[src/design/cdp_pkg.sv]
// ----------------------------------------------------------------------------
// cdp_pkg: shared types and constants for the caption data packet parser
// Transaction payloads, queue entry format, record kinds and status codes.
// ----------------------------------------------------------------------------
package cdp_pkg;

  // Record kinds
  localparam logic [2:0] KIND_HEADER   = 3'd0;
  localparam logic [2:0] KIND_TIMECODE = 3'd1;
  localparam logic [2:0] KIND_TRIPLET  = 3'd2;
  localparam logic [2:0] KIND_SERVICE  = 3'd3;
  localparam logic [2:0] KIND_FOOTER   = 3'd4;
  localparam logic [2:0] KIND_END      = 3'd5;

  // End status codes
  localparam logic [1:0] STAT_GOOD      = 2'd0;
  localparam logic [1:0] STAT_CSUM_BAD  = 2'd1;
  localparam logic [1:0] STAT_TRUNCATED = 2'd2;

  // Section ids
  localparam logic [7:0] ID_TIMECODE = 8'h71;
  localparam logic [7:0] ID_TRIPLET  = 8'h72;
  localparam logic [7:0] ID_SERVICE  = 8'h73;
  localparam logic [7:0] ID_FOOTER   = 8'h74;

  // Queue depth between parser and formatter
  localparam int unsigned QUEUE_DEPTH = 4;

  typedef struct packed {
    logic [7:0] data_byte;
    logic       last_byte;
  } cdp_in_t;

  typedef struct packed {
    logic [2:0]  record_kind;
    logic [4:0]  entry_index;
    logic [55:0] record_bytes;
    logic [3:0]  frame_rate_code;
    logic [6:0]  flag_bits;
    logic [15:0] sequence_count;
    logic        triplet_valid;
    logic [1:0]  cc_type;
    logic [15:0] cc_pair;
    logic [4:0]  service_number;
    logic [5:0]  service_code;
    logic [1:0]  end_status;
  } cdp_out_t;

  // One parsed event: an optional record and an optional end status
  typedef struct packed {
    logic        has_rec;
    logic        has_end;
    logic [2:0]  kind;
    logic [4:0]  entry_index;
    logic [55:0] record_bytes;
    logic [1:0]  end_status;
  } cdp_evt_t;

endpackage

[src/design/cdp_front.sv]
// ----------------------------------------------------------------------------
// cdp_front: packet byte parser
// Tracks section order, collects record bytes, keeps the checksum and the
// minimum length demand, and pushes one event per byte that completes one.
// ----------------------------------------------------------------------------
module cdp_front #(
  parameter int unsigned MAX_PACKET_BYTES = 255
) (
  input  logic               clk,
  input  logic               rst_n,
  input  logic               in_valid,
  output logic               in_ready,
  input  cdp_pkg::cdp_in_t   in_data,
  output logic               push_valid,
  input  logic               push_ready,
  output cdp_pkg::cdp_evt_t  push_data
);
  import cdp_pkg::*;

  localparam int unsigned CNT_W = $clog2(MAX_PACKET_BYTES + 1);

  typedef enum logic [11:0] {
    PH_HDR  = 12'b0000_0000_0001,
    PH_ID0  = 12'b0000_0000_0010,
    PH_TC   = 12'b0000_0000_0100,
    PH_ID1  = 12'b0000_0000_1000,
    PH_CCN  = 12'b0000_0001_0000,
    PH_CCE  = 12'b0000_0010_0000,
    PH_ID2  = 12'b0000_0100_0000,
    PH_SVN  = 12'b0000_1000_0000,
    PH_SVE  = 12'b0001_0000_0000,
    PH_ID3  = 12'b0010_0000_0000,
    PH_FTR  = 12'b0100_0000_0000,
    PH_DONE = 12'b1000_0000_0000
  } phase_t;

  phase_t           phase_r, phase_nxt;
  logic [2:0]       bir_r, bir_nxt;
  logic [55:0]      shift_r, shift_nxt;
  logic [4:0]       ctr_r, ctr_nxt;
  logic [4:0]       tot_r, tot_nxt;
  logic [7:0]       need_r, need_nxt;
  logic [7:0]       sum_r, sum_nxt;
  logic [CNT_W-1:0] cnt_r, cnt_nxt;

  logic             accept;
  logic [7:0]       b;
  logic [7:0]       need_dec;
  logic [55:0]      col_shift;
  logic [2:0]       col_bir;
  logic [4:0]       ctr_inc;
  logic [4:0]       cc_tot;
  logic [4:0]       sv_tot;
  logic [7:0]       cc_need;
  logic [7:0]       sv_need;
  logic [7:0]       lowest;
  phase_t           id_tgt;
  logic [7:0]       id_need;
  logic [CNT_W-1:0] cnt_inc;
  logic             pkt_end;
  cdp_evt_t         ev;

  // Next section allowed by the order rule; anything else stops parsing
  function automatic phase_t id_lookup(input logic [7:0] id, input logic [7:0] low);
    phase_t p;
    if (id == ID_TIMECODE && low <= ID_TIMECODE)     p = PH_TC;
    else if (id == ID_TRIPLET && low <= ID_TRIPLET)  p = PH_CCN;
    else if (id == ID_SERVICE && low <= ID_SERVICE)  p = PH_SVN;
    else if (id == ID_FOOTER && low <= ID_FOOTER)    p = PH_FTR;
    else                                             p = PH_DONE;
    return p;
  endfunction

  assign in_ready = push_ready;
  assign accept   = in_valid && in_ready;
  assign b        = in_data.data_byte;

  assign need_dec  = (need_r != 8'd0) ? need_r - 8'd1 : need_r;
  assign col_shift = {shift_r[47:0], b};
  assign col_bir   = bir_r + 3'd1;
  assign ctr_inc   = ctr_r + 5'd1;
  assign cc_tot    = b[4:0];
  assign sv_tot    = {1'b0, b[3:0]};
  assign cc_need   = {3'b000, cc_tot} + {2'b00, cc_tot, 1'b0};
  assign sv_need   = {sv_tot, 3'b000} - {3'b000, sv_tot};
  assign cnt_inc   = cnt_r + CNT_W'(1);
  assign pkt_end   = in_data.last_byte || (cnt_inc == CNT_W'(MAX_PACKET_BYTES));

  always_comb begin
    unique case (phase_r)
      PH_ID1:  lowest = ID_TRIPLET;
      PH_ID2:  lowest = ID_SERVICE;
      PH_ID3:  lowest = ID_FOOTER;
      default: lowest = ID_TIMECODE;
    endcase
    id_tgt = id_lookup(b, lowest);
    unique case (id_tgt)
      PH_TC:   id_need = 8'd5;
      PH_CCN:  id_need = 8'd2;
      PH_SVN:  id_need = 8'd3;
      PH_FTR:  id_need = 8'd3;
      default: id_need = need_dec;
    endcase
  end

  always_comb begin
    phase_nxt = phase_r;
    bir_nxt   = bir_r;
    shift_nxt = shift_r;
    ctr_nxt   = ctr_r;
    tot_nxt   = tot_r;
    need_nxt  = need_dec;
    sum_nxt   = sum_r + b;
    cnt_nxt   = cnt_inc;
    ev        = '0;

    unique case (phase_r)
      PH_HDR: begin
        shift_nxt = col_shift;
        bir_nxt   = col_bir;
        if (col_bir == 3'd7) begin
          ev.has_rec      = 1'b1;
          ev.kind         = KIND_HEADER;
          ev.record_bytes = col_shift;
          phase_nxt       = PH_ID0;
          need_nxt        = 8'd1;
          bir_nxt         = 3'd0;
          shift_nxt       = '0;
        end
      end
      PH_ID0, PH_ID1, PH_ID2, PH_ID3: begin
        bir_nxt   = 3'd0;
        shift_nxt = '0;
        phase_nxt = id_tgt;
        need_nxt  = id_need;
      end
      PH_TC: begin
        shift_nxt = col_shift;
        bir_nxt   = col_bir;
        if (col_bir == 3'd4) begin
          ev.has_rec      = 1'b1;
          ev.kind         = KIND_TIMECODE;
          ev.record_bytes = col_shift;
          phase_nxt       = PH_ID1;
        end
      end
      PH_CCN: begin
        tot_nxt   = cc_tot;
        ctr_nxt   = 5'd0;
        if (cc_need > need_dec) need_nxt = cc_need;
        phase_nxt = (cc_tot != 5'd0) ? PH_CCE : PH_ID2;
      end
      PH_CCE: begin
        shift_nxt = col_shift;
        bir_nxt   = col_bir;
        if (col_bir == 3'd3) begin
          ev.has_rec      = 1'b1;
          ev.kind         = KIND_TRIPLET;
          ev.entry_index  = ctr_r;
          ev.record_bytes = col_shift;
          bir_nxt         = 3'd0;
          shift_nxt       = '0;
          ctr_nxt         = ctr_inc;
          if (ctr_inc == tot_r) phase_nxt = PH_ID2;
        end
      end
      PH_SVN: begin
        tot_nxt   = sv_tot;
        ctr_nxt   = 5'd0;
        if (sv_need > need_dec) need_nxt = sv_need;
        phase_nxt = (sv_tot != 5'd0) ? PH_SVE : PH_ID3;
      end
      PH_SVE: begin
        shift_nxt = col_shift;
        bir_nxt   = col_bir;
        if (col_bir == 3'd7) begin
          ev.has_rec      = 1'b1;
          ev.kind         = KIND_SERVICE;
          ev.entry_index  = ctr_r;
          ev.record_bytes = col_shift;
          bir_nxt         = 3'd0;
          shift_nxt       = '0;
          ctr_nxt         = ctr_inc;
          if (ctr_inc == tot_r) phase_nxt = PH_ID3;
        end
      end
      PH_FTR: begin
        shift_nxt = col_shift;
        bir_nxt   = col_bir;
        if (col_bir == 3'd3) begin
          ev.has_rec      = 1'b1;
          ev.kind         = KIND_FOOTER;
          ev.record_bytes = col_shift;
          phase_nxt       = PH_DONE;
        end
      end
      PH_DONE: begin
        phase_nxt = PH_DONE;
      end
      default: begin
        phase_nxt = PH_DONE;
      end
    endcase

    if (pkt_end) begin
      ev.has_end = 1'b1;
      if (phase_nxt == PH_HDR || need_nxt != 8'd0)
        ev.end_status = STAT_TRUNCATED;
      else if (sum_nxt != 8'd0)
        ev.end_status = STAT_CSUM_BAD;
      else
        ev.end_status = STAT_GOOD;
      // back to the idle packet state
      phase_nxt = PH_HDR;
      bir_nxt   = 3'd0;
      shift_nxt = '0;
      ctr_nxt   = 5'd0;
      tot_nxt   = 5'd0;
      need_nxt  = 8'd0;
      sum_nxt   = 8'd0;
      cnt_nxt   = '0;
    end
  end

  assign push_valid = accept && (ev.has_rec || ev.has_end);
  assign push_data  = ev;

  always_ff @(posedge clk) begin
    if (!rst_n) begin
      phase_r <= PH_HDR;
      bir_r   <= 3'd0;
      shift_r <= '0;
      ctr_r   <= 5'd0;
      tot_r   <= 5'd0;
      need_r  <= 8'd0;
      sum_r   <= 8'd0;
      cnt_r   <= '0;
    end else if (accept) begin
      phase_r <= phase_nxt;
      bir_r   <= bir_nxt;
      shift_r <= shift_nxt;
      ctr_r   <= ctr_nxt;
      tot_r   <= tot_nxt;
      need_r  <= need_nxt;
      sum_r   <= sum_nxt;
      cnt_r   <= cnt_nxt;
    end
  end

endmodule

[src/design/cdp_queue.sv]
// ----------------------------------------------------------------------------
// cdp_queue: event queue between parser and formatter
// Small register FIFO; push and pop may happen in the same cycle.
// ----------------------------------------------------------------------------
module cdp_queue (
  input  logic               clk,
  input  logic               rst_n,
  input  logic               push_valid,
  output logic               push_ready,
  input  cdp_pkg::cdp_evt_t  push_data,
  output logic               pop_valid,
  input  logic               pop_ready,
  output cdp_pkg::cdp_evt_t  pop_data
);
  import cdp_pkg::*;

  localparam int unsigned PTR_W = $clog2(QUEUE_DEPTH);
  localparam int unsigned CNT_W = $clog2(QUEUE_DEPTH + 1);

  cdp_evt_t         mem_r [QUEUE_DEPTH];
  logic [PTR_W-1:0] wr_r, wr_nxt;
  logic [PTR_W-1:0] rd_r, rd_nxt;
  logic [CNT_W-1:0] cnt_r, cnt_nxt;
  logic             do_push;
  logic             do_pop;

  assign push_ready = (cnt_r != CNT_W'(QUEUE_DEPTH));
  assign pop_valid  = (cnt_r != '0);
  assign pop_data   = mem_r[rd_r];
  assign do_push    = push_valid && push_ready;
  assign do_pop     = pop_valid && pop_ready;

  always_comb begin
    wr_nxt  = wr_r;
    rd_nxt  = rd_r;
    cnt_nxt = cnt_r;
    if (do_push) begin
      wr_nxt = (wr_r == PTR_W'(QUEUE_DEPTH - 1)) ? '0 : wr_r + PTR_W'(1);
    end
    if (do_pop) begin
      rd_nxt = (rd_r == PTR_W'(QUEUE_DEPTH - 1)) ? '0 : rd_r + PTR_W'(1);
    end
    if (do_push && !do_pop)      cnt_nxt = cnt_r + CNT_W'(1);
    else if (!do_push && do_pop) cnt_nxt = cnt_r - CNT_W'(1);
  end

  always_ff @(posedge clk) begin
    if (do_push) begin
      mem_r[wr_r] <= push_data;
    end
  end

  always_ff @(posedge clk) begin
    if (!rst_n) begin
      wr_r  <= '0;
      rd_r  <= '0;
      cnt_r <= '0;
    end else begin
      wr_r  <= wr_nxt;
      rd_r  <= rd_nxt;
      cnt_r <= cnt_nxt;
    end
  end

endmodule

[src/design/cdp_back.sv]
// ----------------------------------------------------------------------------
// cdp_back: record formatter and output register
// Expands each queued event into its record and end status transactions
// and decodes the per-kind fields.
// ----------------------------------------------------------------------------
module cdp_back (
  input  logic               clk,
  input  logic               rst_n,
  input  logic               pop_valid,
  output logic               pop_ready,
  input  cdp_pkg::cdp_evt_t  pop_data,
  output logic               out_valid,
  input  logic               out_ready,
  output cdp_pkg::cdp_out_t  out_data
);
  import cdp_pkg::*;

  logic       out_valid_r, out_valid_nxt;
  cdp_out_t   out_data_r, out_data_nxt;
  logic       pend_r, pend_nxt;
  logic [1:0] pend_stat_r, pend_stat_nxt;
  logic       can_load;

  function automatic cdp_out_t fmt_record(input cdp_evt_t e);
    cdp_out_t   o;
    logic [7:0] d3;
    logic [7:0] d4;
    o  = '0;
    d3 = e.record_bytes[23:16];
    d4 = e.record_bytes[15:8];
    o.record_kind  = e.kind;
    o.record_bytes = e.record_bytes;
    unique case (e.kind)
      KIND_HEADER: begin
        o.frame_rate_code = e.record_bytes[31:28];
        o.flag_bits       = e.record_bytes[23:17];
        o.sequence_count  = e.record_bytes[15:0];
      end
      KIND_TRIPLET: begin
        o.entry_index   = e.entry_index;
        o.triplet_valid = e.record_bytes[18];
        o.cc_type       = e.record_bytes[17:16];
        o.cc_pair       = e.record_bytes[15:0];
      end
      KIND_SERVICE: begin
        o.entry_index    = e.entry_index;
        o.flag_bits      = {4'b0000, d4[6], d4[7], d3[7]};
        o.service_number = e.record_bytes[52:48];
        o.service_code   = d3[7] ? d3[5:0] : {5'b00000, d3[0]};
      end
      KIND_FOOTER: begin
        o.sequence_count = e.record_bytes[23:8];
      end
      default: begin
        o.record_bytes = e.record_bytes;
      end
    endcase
    return o;
  endfunction

  function automatic cdp_out_t fmt_end(input logic [1:0] stat);
    cdp_out_t o;
    o             = '0;
    o.record_kind = KIND_END;
    o.end_status  = stat;
    return o;
  endfunction

  assign can_load  = !out_valid_r || out_ready;
  assign pop_ready = can_load && !pend_r;

  always_comb begin
    out_valid_nxt = out_valid_r;
    out_data_nxt  = out_data_r;
    pend_nxt      = pend_r;
    pend_stat_nxt = pend_stat_r;
    if (can_load) begin
      out_valid_nxt = 1'b0;
      if (pend_r) begin
        out_valid_nxt = 1'b1;
        out_data_nxt  = fmt_end(pend_stat_r);
        pend_nxt      = 1'b0;
      end else if (pop_valid) begin
        out_valid_nxt = 1'b1;
        if (pop_data.has_rec) begin
          out_data_nxt  = fmt_record(pop_data);
          pend_nxt      = pop_data.has_end;
          pend_stat_nxt = pop_data.end_status;
        end else begin
          out_data_nxt = fmt_end(pop_data.end_status);
        end
      end
    end
  end

  always_ff @(posedge clk) begin
    if (!rst_n) begin
      out_valid_r <= 1'b0;
      pend_r      <= 1'b0;
    end else begin
      out_valid_r <= out_valid_nxt;
      pend_r      <= pend_nxt;
    end
  end

  always_ff @(posedge clk) begin
    out_data_r  <= out_data_nxt;
    pend_stat_r <= pend_stat_nxt;
  end

  assign out_valid = out_valid_r;
  assign out_data  = out_data_r;

endmodule

[src/design/caption_data_packet_parser.sv]
// ----------------------------------------------------------------------------
// caption_data_packet_parser: caption distribution packet parser, top level
// Byte-serial packet parser feeding a record formatter through a queue.
// ----------------------------------------------------------------------------
// Usage:
//   Input channel (in_valid/in_ready/in_data): one packet byte per
//   transaction, last_byte set on the final byte. A packet is closed early
//   at its MAX_PACKET_BYTES-th byte regardless of last_byte.
//   Output channel (out_valid/out_ready/out_data): header, timecode,
//   caption triplet, service entry and footer records as each completes,
//   then one end status record per packet (good, checksum bad, truncated).
//   Records of a truncated packet are still sent; the end status tells the
//   consumer to drop them.
// Throughput and order:
//   One byte accepted per cycle while the queue has room. Each record
//   goes parser -> queue -> output reg after its last byte is accepted.
//   A byte that completes a record and the packet makes two output
//   transactions, which the formatter sends record first, then end status.
// Reset (rst_n low, synchronous): parser returns to expecting a header,
//   queue empties, output valid drops.
// Stall: when out_ready is low the output register holds, the 4-entry
//   queue fills, and in_ready drops only once the queue is full.
// ----------------------------------------------------------------------------
module caption_data_packet_parser #(
  parameter int unsigned MAX_PACKET_BYTES = 255
) (
  input  logic               clk,
  input  logic               rst_n,
  input  logic               in_valid,
  output logic               in_ready,
  input  cdp_pkg::cdp_in_t   in_data,
  output logic               out_valid,
  input  logic               out_ready,
  output cdp_pkg::cdp_out_t  out_data
);
  import cdp_pkg::*;

  // parser -> queue
  logic     push_valid;
  logic     push_ready;
  cdp_evt_t push_data;

  // queue -> formatter
  logic     pop_valid;
  logic     pop_ready;
  cdp_evt_t pop_data;

  // Front: section order, byte collection, checksum and length demands
  cdp_front #(
    .MAX_PACKET_BYTES(MAX_PACKET_BYTES)
  ) u_front (
    .clk        (clk),
    .rst_n      (rst_n),
    .in_valid   (in_valid),
    .in_ready   (in_ready),
    .in_data    (in_data),
    .push_valid (push_valid),
    .push_ready (push_ready),
    .push_data  (push_data)
  );

  // Queue decouples the parser from output stalls
  cdp_queue u_queue (
    .clk        (clk),
    .rst_n      (rst_n),
    .push_valid (push_valid),
    .push_ready (push_ready),
    .push_data  (push_data),
    .pop_valid  (pop_valid),
    .pop_ready  (pop_ready),
    .pop_data   (pop_data)
  );

  // Back: field decode and registered output
  cdp_back u_back (
    .clk       (clk),
    .rst_n     (rst_n),
    .pop_valid (pop_valid),
    .pop_ready (pop_ready),
    .pop_data  (pop_data),
    .out_valid (out_valid),
    .out_ready (out_ready),
    .out_data  (out_data)
  );

endmodule

[config.mk]
export PLATFORM = sky130hd
export DESIGN_NAME = caption_data_packet_parser
export DESIGN_NICKNAME = d
export VERILOG_FILES = /design/src/design/cdp_pkg.sv /design/src/design/cdp_front.sv /design/src/design/cdp_queue.sv /design/src/design/cdp_back.sv /design/src/design/caption_data_packet_parser.sv
export SDC_FILE = /design/constraint.sdc
export NUM_CORES = 1
export LEC_CHECK = 0
export BUFFER_PORTS_ARGS = -buffer_cell sky130_fd_sc_hd__buf_2
export CAP_MARGIN = 15
export CORE_ASPECT_RATIO = 1.25
export CORE_MARGIN = 10
export CORE_UTILIZATION = 55
export CTS_BUF_LIST = sky130_fd_sc_hd__clkbuf_8
export CTS_CLUSTER_DIAMETER = 60
export CTS_CLUSTER_SIZE = 8
export DETAILED_ROUTE_END_ITERATION = 10
export GPL_TIMING_DRIVEN = 0
export PLACE_DENSITY = 0.74
export SYNTH_ARGS = -nofsm -noshare
export SYNTH_HDL_FRONTEND = slang
export SYNTH_HIERARCHICAL = 1
export SYNTH_SLANG_ARGS = --single-unit
[constraint.sdc]
create_clock -name clk -period 12.72 [get_ports clk]
set_input_delay 2.544 -clock clk [delete_from_list [all_inputs] [get_ports clk]]
set_output_delay 2.544 -clock clk [all_outputs]
set_load 0.005 [all_outputs]
# Word level (Yosys, flattened, before mapping)
# Memory sizes are Yosys's and may differ from the RTL's. A register that Yosys moved wholly into a read port is not among the register bits.
# Index checks and enable logic that the tools add are counted.
# Widths: inputs -> output; s select.
[totals] regBits=231 latchBits=0 ram_bits=272 romBits=0 in_bits=13 wordCells=201 n_memories=1
[classes] addsub=11 mul=0 div=0 n_lt_le_gt_ge=6 n_eq_ne=33 shift=0 muxes=80 bitwise_logic=1 n_reduce_logical=43
[mem_list] memory="u_queue.mem_r" depth=4 width=68 rd=1 rd_ports_with_merged_regs=1 write_ports=1 line="cdp_queue.sv:20" text="cdp_evt_t mem_r [QUEUE_DEPTH];"
[ops] operator="$pmux 56 s5" count=1
[ops] operator="$mux 123" count=2
[ops] operator="$pmux 48 s4" count=1
[ops] operator="$mux 56" count=3
[ops] operator="$mux 12" count=12
[ops] operator="$mux 48" count=3
[ops] operator="$mux 63" count=2
[ops] operator="$pmux 12 s8" count=1
[ops] operator="$mux 8" count=7
[ops] operator="$eq 8x7->1 const B" count=4
[ops] operator="$pmux 16 s2" count=1
[ops] operator="$pmux 8 s4" count=1
[ops] operator="$le 7x7->1 const B" count=4
[ops] operator="$mux 5" count=5
[ops] operator="$eq 12x1->1 const B" count=2
[ops] operator="$eq 12x11->1 const B" count=2
[ops] operator="$eq 12x3->1 const B" count=2
[ops] operator="$eq 12x5->1 const B" count=2
[ops] operator="$eq 12x8->1 const B" count=2
[ops] operator="$pmux 3 s4" count=2
[ops] operator="$pmux 8 s3" count=1
[ops] operator="$reduce_bool 8->1" count=3
[ops] operator="$pmux 5 s2" count=2
[ops] operator="$mux 19" count=1
[ops] operator="48 further kinds" count=108

# Logic depth before layout (Yosys ltp)
[depth] depth_word=16 ltp_mapped=17 ltp_nobuf=16

# Hierarchy
# The synthesis kept the hierarchy.
[by_module_without_submodules] module="cdp_queue" n_inst=1 cells_each=407 area_each_um2=10284.9 seq_area_each_um2=8348.0
[by_module_without_submodules] module="cdp_front" n_inst=1 cells_each=794 area_each_um2=6456.2 seq_area_each_um2=1941.9
[by_module_without_submodules] module="cdp_back" n_inst=1 cells_each=293 area_each_um2=4870.9 seq_area_each_um2=3793.6

# Least setup slack after synthesis
# Ideal clock, no wire load.
[synth_timing] kind="input to register" startpoint="input out_ready" endpoint="register u_back.out_data_r, in the netlist u_back/out_data[0] (enable)" setup_ns=0.610 arrival_time_ns=7.760 slack_ns=4.350 cell_stages=2 cell_sequence="nor2b_1 -> nor2_1"
[synth_between] elab_chain_cells=2
[synth_rtl] item="start, declared" line="caption_data_packet_parser.sv:33" text="input logic out_ready,"
[synth_rtl] item="$logic_or 1x1->1" line="cdp_back.sv:69" text="assign can_load = !out_valid_r || out_ready;"
[synth_rtl] item="$reduce_and 2->1 (no line)"
[synth_rtl] item="end signal, assigned" line="cdp_back.sv:107" text="out_data_r <= out_data_nxt;"
[synth_rtl] item="end, declared" line="cdp_back.sv:19" text="cdp_out_t out_data_r, out_data_nxt;"
# No other way between the ends.
# A chain may end at the register's enable or synchronous reset.

==> impl_metrics.ini <==
[route]
drtPass1Iterations = 5
vias_per_cell = 5.83
drtAntennaViolNets = 0
drc = 0
num_vias = 13100
wl_per_cell_um = 21.8
routed_wl_mm = 49.2
drtIter0Drc = 1010

[setup_path]
cp-end-kind = register
cp_slowest_cell = nor4_1
arrival_ns = 7.03
crit_chain = buf_2 -> inv_1 -> ha_1 -> a21o_1 -> a21o_1 -> xnor2_1 -> ha_1 -> and4_1 -> o21ai_0 -> a21boi_0 -> o211a_1 -> clkbuf_1 -> o2111ai_1 -> a21oi_1 -> nand3_1 -> nor4_1
cp_slowest_stage_delay_ns = 0.91
required_ns = 12.98
critPathKind = primary input to register
cp-start-kind = primary input
critPathMaxFanout = 10

[synthesis]
synth_seq_cells = 505
synth-seq-area-share_pct = 65.2
avgSynthCellArea_um2 = 14.5
yosys_warnings = 6
syn-num-nets = 1556
synthArstFlopShare_pct = 0
synthesis.instances = 1494
ys_top_cells_by_area = edfxtp_1 55%, dfxtp_1 10%, mux4_2 7.1%
synth_top_area_cell = edfxtp_1
yosysUniqueCellTypes = 75
netlist.area_leader.share_pct = 55.2
synth_area_um2 = 21600
ys.flop_type = edfxtp_1
synth-edff-count = 397

[placed_design]
gp_congestion = 0.929
port_buffers = 137
place_ws_ns = 5.48
dp_hpwl_mm = 34.2
dp_cells = 2136

[timing]
timing.fmax_mhz = 148
setup_viol = 0
finalSetupTns_ns = 0
finalHoldViolations = 0
grt_setup_unrepaired = false
setup_ws_ns = 5.95
tightest_slew_ns = 1.18
slew_violations = 0
slew_headroom_pct = 21.2
fin_crit_ns = 6.77
finClkSkew_ns = 0.0513
fin_crit_sh_pct = 53.2

[global_routing]
grt_pass1_wl_mm = 77.5
grt_overflow = 0
antenna_found_initial = 0
grt_max_degree = 43
grt_use_total_pct = 20.8
grt_pass1_vias = 13600

[clock_network]
cts_tree = built
cts.clk_slew.worst_paths_ns = 0.06
numCtsBuffers = 73
cts_sinks = 505
cts_resized = 0
htreeDepth = 3
cts_setup_buffers = 0
insertion_delay_ns = 0.63
hold_buffers = 0
cts_root_buf = clkbuf_8
clock_path_buffers = 3

[status]
status = complete, no violations

[die]
die_h_um = 242
core_region_area_um2 = 39000
start_util_pct = 55.4
num_rows = 81
dieArea_um2 = 47700
fp.dieW_um = 197
ios = 138

[layout]
drive_above_1_share_pct = 19.9
syn_to_final_growth_pct = 12.7
stdcell_count = 2255
fin_util_pct = 62.4
fillers = 2933
nets = 1775

[power_and_ir_drop]
powerDensity_nw_per_um2 = 213
p_leak_nw = 8.62
peakVddDrop_uv = 228

[run]
cap_violations = 0

[min_path]
hold_class = register to register
## cells in the mapped netlist, types with 9 or more instances
cell,n
a21o_1,10
ha_1,46
mux4_2,68
a21boi_0,17
nor3_1,17
or4_1,9
clkbuf_1,48
buf_2,16
nor2b_1,134
o21ai_0,30
edfxtp_1,397
and3_1,20
mux2i_1,10
inv_1,25
nor2_1,47
a22oi_1,63
nand3_1,27
xor2_1,11
nand2_1,70
and2_1,110
xnor2_1,26
a21oi_1,26
dfxtp_1,108
a22o_1,18
## placed cells by master, fill, tap and decap left out, types with 7 or more instances in the layout
cell      instances
inv_1            63
or4_1             9
and2_1          110
nand3_1          27
mux4_2           68
nor3_1           17
o21ai_0          30
and3_1           20
a21o_1           10
a22oi_1          63
nand2_1          70
xor2_1           11
edfxtp_1        397
ha_1             46
nor2b_1         134
a21oi_1          26
buf_2           153
mux2i_1          10
clkbuf_8         77
a22o_1           18
nor2_1           46
dfxtp_1         108
clkbuf_1         48
a21boi_0         17
nand4_1           8
nor4_1            8
nand2b_1          8
buf_6             8
buf_4             7
xnor2_1          26
## cells by family (layout without fill, tap and decap cells)
family / Yosys count / count (layout) / share of synthesized area (%)
muxes: 79 / 79 / 7.60
AOI/OAI and AO/OA: 222 / 222 / 7.31
adders and majority gates: 49 / 49 / 2.94
and+or+nand+nor: 493 / 493 / 13.1
DFF: 505 / 505 / 65.2
other: 0 / 1 / 0
xor gates and xnor gates: 37 / 37 / 1.50
buffers and inverters: 109 / 371 / 2.41
## per-layer routing
metal / track usage [%] / wire [um] / share of wire [%]
met5: 0 / 0 / 0
met2: 35.4 / 25100 / 51
met4: 8.77 / 1500 / 3.0
met1: 25.3 / 19500 / 40
met3: 4.28 / 3130 / 6.4
## where the power goes
part / switching, W / internal (W)
logic: 0.00107 / 0.000755
clock network: 0.000574 / 0.000553
registers: 0.0000843 / 0.00215
## sequential cells by signal, indices dropped and copies added, names as in the netlist, named ones only
| signal | count |
|---|---|
| u_queue/mem_r | 272 |
| u_back/out_data | 123 |
| u_front/shift_r | 48 |
| u_front/phase_r | 12 |
| u_front/cnt_r | 8 |
| u_front/need_r | 8 |
| u_front/sum_r | 8 |
| u_front/ctr_r | 5 |
| u_front/tot_r | 5 |
| u_front/bir_r | 3 |
| u_queue/cnt_r | 3 |
| u_back/pend_stat_r | 2 |
| u_queue/rd_r | 2 |
| u_queue/wr_r | 2 |
| u_back/out_valid | 1 |
| u_back/pend_r | 1 |
## area by class of cell
class | instances | area, um^2 | share of cell area (%)
Inverter | 25 | 93.8 | 0.385
Multi-Input combinational cell | 880 | 7030 | 28.9
Antenna cell | 1 | 2.50 | 0.0103
Sequential cell | 505 | 14100 | 57.8
Clock inverter | 41 | 166 | 0.683
Timing Repair Buffer | 144 | 863 | 3.55
Clock buffer | 77 | 1060 | 4.35
Buffer | 84 | 427 | 1.75
Tap cell | 498 | 623 | 2.56
## worst max-delay path: cells and delay by family
family	cells	cell delay [ns]
XOR/XNOR	1	0.17
buffers and inverters	3	0.81
AO/OA/AOI/OAI	7	1.54
AND/OR/NAND/NOR	3	1.28
adder cells (fa/ha/maj)	2	0.65
## stage by stage
step | hold slack, ns | power [W] | area (um^2)
after CTS | 0.470 | 0.00525 | 24300
after floorplan | 0.445 | 0.00347 | 21600
after global placement | 0.454 | 0.00409 | 22900
after global routing | 0.513 | 0.00552 | 24300
final | 0.471 | 0.00519 | 24300
after detailed placement | 0.461 | 0.00412 | 23100
## worst paths after layout
path | startpoint | slack, ns | end | cells after the start
worst min-delay path | u_front/sum_r[0] | 0.47 | u_front/sum_r[0] | 2
worst max-delay path | in_data[2] | 5.95 | u_queue/mem_r[3][0] | 16
worst max register to register | u_front/phase_r[6] | 7.41 | u_queue/cnt_r[2] | 16
worst min register to register | u_front/sum_r[0] | 0.47 | u_front/sum_r[0] | 2
(Power assumes the default switching activity.)
